--- config.mk ---
export PLATFORM = sky130hd
export DESIGN_NAME = sacl_way_logic
export DESIGN_NICKNAME = d
export VERILOG_FILES = /design/src/sv/sacl_pkg.sv /design/src/sv/sacl_way_logic.sv
export SDC_FILE = /design/constraint.sdc
export NUM_CORES = 1
export LEC_CHECK = 0
export ABC_AREA = 1
export BUFFER_PORTS_ARGS = -buffer_cell sky130_fd_sc_hd__buf_2
export CORE_AREA = 4 4 231 233
export DETAILED_ROUTE_END_ITERATION = 7
export DIE_AREA = 0 0 235 237
export GPL_TIMING_DRIVEN = 0
export PLACE_DENSITY = 0.53
export SYNTH_ARGS = -nofsm -noshare
export SYNTH_HDL_FRONTEND = slang
export SYNTH_SLANG_ARGS = --single-unit
export TNS_END_PERCENT = 10
--- constraint.sdc ---
create_clock -name vclk -period 9.35
set_input_delay 1.87 -clock vclk [all_inputs]
set_output_delay 1.87 -clock vclk [all_outputs]
set_load 0.01 [all_outputs]
--- src/sv/sacl_pkg.sv ---
// Shared types, constants and helper functions of the cache tag lookup unit.
package sacl_pkg;

   localparam int DEFAULT_WAYS = 4;
   localparam int DEFAULT_SETS = 64;

   localparam int TAG_W   = 32;
   localparam int AGE_W   = 32;
   localparam int LFSR_W  = 16;
   localparam int CSR_W   = 5;
   localparam int CSR_IDX_W = 2;

   localparam logic [LFSR_W-1:0] LFSR_SEED = 16'hACE1;
   localparam logic [AGE_W-1:0]  AGE_MAX   = 32'hFFFF_FFFF;

   // Access opcodes.
   localparam logic [1:0] OP_DATA_READ  = 2'd0;
   localparam logic [1:0] OP_DATA_WRITE = 2'd1;
   localparam logic [1:0] OP_INST_READ  = 2'd2;
   localparam logic [1:0] OP_LOOKUP     = 2'd3;

   // Replacement modes.
   localparam logic REPL_RANDOM = 1'b0;
   localparam logic REPL_LRU    = 1'b1;

   // Configuration register indexes.
   localparam logic [CSR_IDX_W-1:0] CSR_OFFSET_BITS   = 2'd0;
   localparam logic [CSR_IDX_W-1:0] CSR_SET_BITS      = 2'd1;
   localparam logic [CSR_IDX_W-1:0] CSR_WRITE_ALLOC   = 2'd2;
   localparam logic [CSR_IDX_W-1:0] CSR_REPL_MODE     = 2'd3;

   // One way of a set as it is kept in the tag memory.
   typedef struct packed {
      logic             valid;
      logic             dirty;
      logic [TAG_W-1:0] tag;
      logic [AGE_W-1:0] age;
   } way_type;

   localparam int WAY_BITS = $bits(way_type);

   // Outcome of one lookup, handed from the way logic to the control.
   typedef struct packed {
      logic             hit;
      logic             evicted;
      logic [TAG_W-1:0] evicted_tag;
      logic             evicted_dirty;
      logic             lfsr_step;
   } lookup_result_type;

   // Fibonacci LFSR with taps 16, 14, 13, 11, shifting right.
   function automatic logic [LFSR_W-1:0] lfsr_next(input logic [LFSR_W-1:0] l);
      logic fb;
      fb = l[0] ^ l[2] ^ l[3] ^ l[5];
      return {fb, l[LFSR_W-1:1]};
   endfunction

endpackage

--- src/sv/sacl_way_logic.sv ---
// Hit detection, victim choice and age/dirty update for one set row.
module sacl_way_logic #(
   parameter int WAYS = sacl_pkg::DEFAULT_WAYS,
   localparam int WAY_W = (WAYS > 1) ? $clog2(WAYS) : 1
) (
   input  sacl_pkg::way_type [WAYS-1:0]     row_in,
   input  logic [sacl_pkg::TAG_W-1:0]       tag,
   input  logic [1:0]                       opcode,
   input  logic                             write_alloc,
   input  logic                             repl_mode,
   input  logic [WAY_W-1:0]                 rand_way,
   output sacl_pkg::way_type [WAYS-1:0]     row_out,
   output sacl_pkg::lookup_result_type      result
);
   logic                        hit;
   logic [WAY_W-1:0]            hit_way;
   logic                        found_free;
   logic [WAY_W-1:0]            free_way;
   logic [WAY_W-1:0]            lru_way;
   logic [sacl_pkg::AGE_W-1:0]  best_age;
   logic [WAY_W-1:0]            victim;
   logic [WAY_W-1:0]            used_way;
   logic                        allocate;
   logic                        evict;

   always_comb begin
      hit = 1'b0;
      hit_way = '0;
      found_free = 1'b0;
      free_way = '0;
      // Scanning downward leaves the lowest matching way.
      for (int w = WAYS - 1; w >= 0; w--) begin
         if (row_in[w].valid && (row_in[w].tag == tag)) begin
            hit = 1'b1;
            hit_way = WAY_W'(w);
         end
         if (!row_in[w].valid) begin
            found_free = 1'b1;
            free_way = WAY_W'(w);
         end
      end

      best_age = row_in[0].age;
      lru_way = '0;
      for (int w = 1; w < WAYS; w++) begin
         if (row_in[w].age > best_age) begin
            best_age = row_in[w].age;
            lru_way = WAY_W'(w);
         end
      end

      allocate = !((opcode == sacl_pkg::OP_LOOKUP) ||
                   ((opcode == sacl_pkg::OP_DATA_WRITE) && !write_alloc));

      if (found_free) begin
         victim = free_way;
      end else if (repl_mode == sacl_pkg::REPL_RANDOM) begin
         victim = rand_way;
      end else begin
         victim = lru_way;
      end

      evict = !hit && allocate && !found_free;
      used_way = hit ? hit_way : victim;

      row_out = row_in;
      if (hit && (opcode == sacl_pkg::OP_DATA_WRITE)) begin
         row_out[hit_way].dirty = 1'b1;
      end
      if (!hit && allocate) begin
         row_out[victim].valid = 1'b1;
         row_out[victim].dirty = 1'b0;
         row_out[victim].tag   = tag;
      end
      if (hit || allocate) begin
         for (int w = 0; w < WAYS; w++) begin
            if (WAY_W'(w) == used_way) begin
               row_out[w].age = '0;
            end else if (row_in[w].age != sacl_pkg::AGE_MAX) begin
               row_out[w].age = row_in[w].age + 1'b1;
            end
         end
      end

      result.hit           = hit;
      result.evicted       = evict;
      result.evicted_tag   = evict ? row_in[victim].tag : '0;
      result.evicted_dirty = evict ? row_in[victim].dirty : 1'b0;
      result.lfsr_step     = evict && (repl_mode == sacl_pkg::REPL_RANDOM);
   end

endmodule

# Yosys cells after proc, flatten, opt, wreduce, memory -nomap -nowiden
# Cells that the tools add are included.
[op_classes]
n_eq_ne = 13
n_reduce_logical = 18
n_addsub = 4
bitwise_logic = 1
n_lt_le_gt_ge = 7
n_mux = 54
[ops]
columns = ["op", "n"]
rows = [
  ["$bwmux W264", 4],
  ["$demux W66 S2", 4],
  ["$mux W264", 2],
  ["$mux W32", 15],
  ["$mux W65", 3],
  ["$bmux W66 S2", 1],
  ["$add A32 B1 Y32 const B", 4],
  ["$eq A32 B32 Y1", 4],
  ["$ne A32 B32 Y1 const B", 4],
  ["$gt A32 B32 Y1", 3],
  ["$mux W66", 1],
  ["$mux W64", 1],
  ["$mux W2", 13],
  ["$logic_and A1 B1 Y1", 11],
  ["$mux W1", 10],
  ["$lt A2 B3 Y1 const B", 2],
  ["$eq A2 B2 Y1 const A", 2],
  ["$ge A2 B1 Y1 const B", 2],
  ["$logic_not A1 Y1", 4],
  ["$eq A1 B2 Y1 const A", 1],
  ["$eq A2 B1 Y1 const B", 1],
  ["$eq A2 B2 Y1 const B", 1],
  ["$logic_not A2 Y1", 1],
  ["$logic_or A1 B1 Y1", 2],
  ["$not A1 Y1", 1],
]
[totals]
inputBits = 302
elab_cells = 97
out_inout_bits = 300
register_bits = 0

# Logic depth before layout (Yosys ltp)
[logic_depth]
depth_word = 19
mapped_depth = 53
ltp_nobuf = 50

# Least setup slack after synthesis
# No wires, ideal clock.
[synth_path]
path_type = "input to output"
from = "in row_in[9] in the netlist's numbering"
to = "out result[10] in the netlist's numbering"
n_path_buf = 6
arrival_ns = 6.995
cell_stages = 41
slack_ns = 0.485
t_required_ns = 7.480
cell_sequence = "clkbuf_1 inv_1 ha_1 nand2_1 nand2_1 nand2_1 a21oi_1 nor2_1 nand2_1 nand2_1 a21oi_4 clkbuf_1 o21ai_0 ha_1 nand2_1 nor3_1 and3_1 nand3b_1 [5 not listed] ha_1 nand2_1 inv_1 o21ai_0 nand2_1 nor2_1 nand2_1 nand2_1 nand2_1 a21boi_0 nand2_1 nand2_1 buf_2 buf_1 nand4_1 nand2_1 nor2_1 nor2_1"
[synth_rtl]
columns = ["item", "line_no", "rtl"]
rows = [
  ["start: declaration", "sacl_way_logic.sv:6", "input sacl_pkg::way_type [WAYS-1:0] row_in,"],
  ["end: declaration", "sacl_way_logic.sv:13", "output sacl_pkg::lookup_result_type result"],
]

==> results.ini <==
[outcome]
outcome=complete, but fails checks
violations=setup timing

[yosys]
synth_top_family_by_area=simple AND/OR/NAND/NOR gates
synth_fp_nets=3361
synth-compound-area-share_pct=12.1
ys_seq_area_share_pct=0
synth-xor-area-share_pct=6.60
yosys_warnings=0
netlist_area_mm2=0.0146
synth_cell_type_count=56
synthSimpleGateAreaFrac_pct=58.6
synthMuxAreaShare_pct=0.0686
synth_cells=2959
synth_adder_area_share_pct=8.57
synth.avg_cell_area_um2=4.93

[cells_and_area]
final_cell_area_mm2=0.0202
clkbuf_count=0
register_area_um2=0
fillers=6137
drive_above_1_share_pct=26.8
final_common_cell=nand2_1
mostFrequentLayoutCells=949 x nand2_1, 585 x buf_2, 337 x inv_1
flops_and_latches=0
final_cells=4275
area_delta_synth_final_pct=38.3
nets=3989

[routing]
drc_errors=0
num_vias=23123
final_antenna_net_count=0
wl_per_cell_um=24.2
drtPass1Iterations=6
routed_wl_um=104000
vias_per_cell=5.41
drt_iter0_drc=2146

[setup_path]
start_kind=primary input
path_common_cell=nand2_1
cp-end-kind=output pin
critPathSlowestCell=ha_1
cpPeakStageDelay_ns=0.31
crit_type=in -> out
crit_required_ns=7.48
cp_max_fo=10
crit_arrival_ns=7.49

[sta]
period_share_pct=100
worst_slack_ns=-0.0148
fmaxAchievable_mhz=107
tightest_slew_ns=1.10
hold_viol_final=0
rsz0062_at_grt=yes
relSlewSlack_pct=25.9
drv_slew=0
hold-worst-slack_ns=4.06
min_period_ns=9.36
setup_violations=3

[placement]
port_buffers=591
placed_area_mm2=0.0184
gp_congestion=1.03
hpwl_um=88400
place_inst=4230

[worst_hold_path]
hold_path.class=in -> out
min_path_cells=3
hold-path-endpoint=result[0]
min-delay-start=repl_mode

[grt]
antenna_found_initial=18
grt_use_total_pct=34.3
grt_pass1_vias=21667
grt-ovfl-total=0
grt_start_max_net_pins=11
grt_pass1_wl_um=146000

[die]
die-area_mm2=0.0557
ios=602
start_util_pct=28.5
coreArea_mm2=0.0512
die_h_um=237
die_x_um=235
fp-row-count=83

[power_and_ir_drop]
power-per-cell-area_mw_per_mm2=65.2
peakVddDrop_uv=33.9
leakagePower_nw=11.3

[job]
drv_cap=0

[clock_tree]
hold_buffers=0

-- kinds of logic after synthesis --
logic type	Yosys count
and+or+nand+nor	1917
buffers and inverters	498
AOI/OAI and AO/OA	333
xor gates and xnor gates	110
adders and majority gates	100
muxes	1
-- per-stage QoR --
step	setup WS, ns	TNS (ns)	utilization [%]	total power [mW]
after floorplan	0.485	0	-	0.618
after global placement	-2.37	-546.52	36.0	1.14
after detailed placement	-2.40	-559.04	36.0	1.14
after CTS	-0.00149	-0.00381	38.6	1.27
after global routing	-0.386	-76.39	39.4	1.42
final	-0.0148	-0.0171	39.4	1.32
-- power by group --
group	internal, mW	switching (mW)	leakage (nW)
Clock	0.000000144	0	0.0000634
Combinational	0.459	0.858	11.3
Sequential	0	0	0
Total	0.459	0.858	11.3
-- timing repair --
action                                  in CTS  in global routing
gates resized for setup                    340                114
endpoints found under the setup margin     297                297
pin swaps                                   34                 29
cloned                                       2                  3
setup buffers                               31                  3
-- worst max-delay path: cells and delay by family --
family,cells,cell delay (ns)
buffers and inverters,11,1.62
AO/OA/AOI/OAI,5,0.51
adder cells (fa/ha/maj),3,0.89
AND/OR/NAND/NOR,25,2.56
-- area by class of cell --
type	count	area, um^2	area share, %
buffer	107	1090	5.42
multi-input combinational	2461	13300	65.8
antenna	10	25.0	0.124
tap	680	851	4.21
timing repair buffer	630	3470	17.2
inverter	387	1460	7.23
-- cell usage after synthesis (all sizes together) (2+ instances only) --
cell type | number | area [um^2]
or2 | 9 | 56.3
nand3 | 224 | 1160
nand2 | 982 | 3720
nor3b | 10 | 75.1
nor3 | 78 | 395
nor4b | 2 | 17.5
o22ai | 4 | 25.0
clkbuf | 29 | 111
nor2 | 369 | 1490
o21ai | 246 | 1230
inv | 386 | 1450
nand4 | 169 | 1140
and3 | 6 | 37.5
buf | 82 | 487
xnor2 | 30 | 263
o21a | 8 | 60.1
a21oi | 56 | 307
ha | 100 | 1250
nor4 | 51 | 338
o21bai | 6 | 45.0
xor2 | 80 | 701
a21boi | 3 | 22.5
a31o | 2 | 17.5
a21o | 2 | 15.0
and2 | 8 | 50.1
nand3b | 8 | 60.1
-- metal layers --
metal  global-route usage [%]  wire (um)
met1                     41.1      39700
met2                     61.6      50300
met3                     4.87       8290
met4                     13.9       5270
met5                        0         85
-- worst max-delay path by stage --
stage	startpoint	end	slack (ns)	depth (start not counted)
final	row_in[27]	result[33]	-0.01	44
after global placement	row_in[9]	row_out[128]	-2.37	38
after CTS	row_in[29]	row_out[32]	-0.001	43
after floorplan	row_in[9]	result[10]	0.48	41
after detailed placement	row_in[9]	row_out[128]	-2.40	38
after global routing	row_in[5]	row_out[167]	-0.39	47
Power figures use the tool's default switching activity.
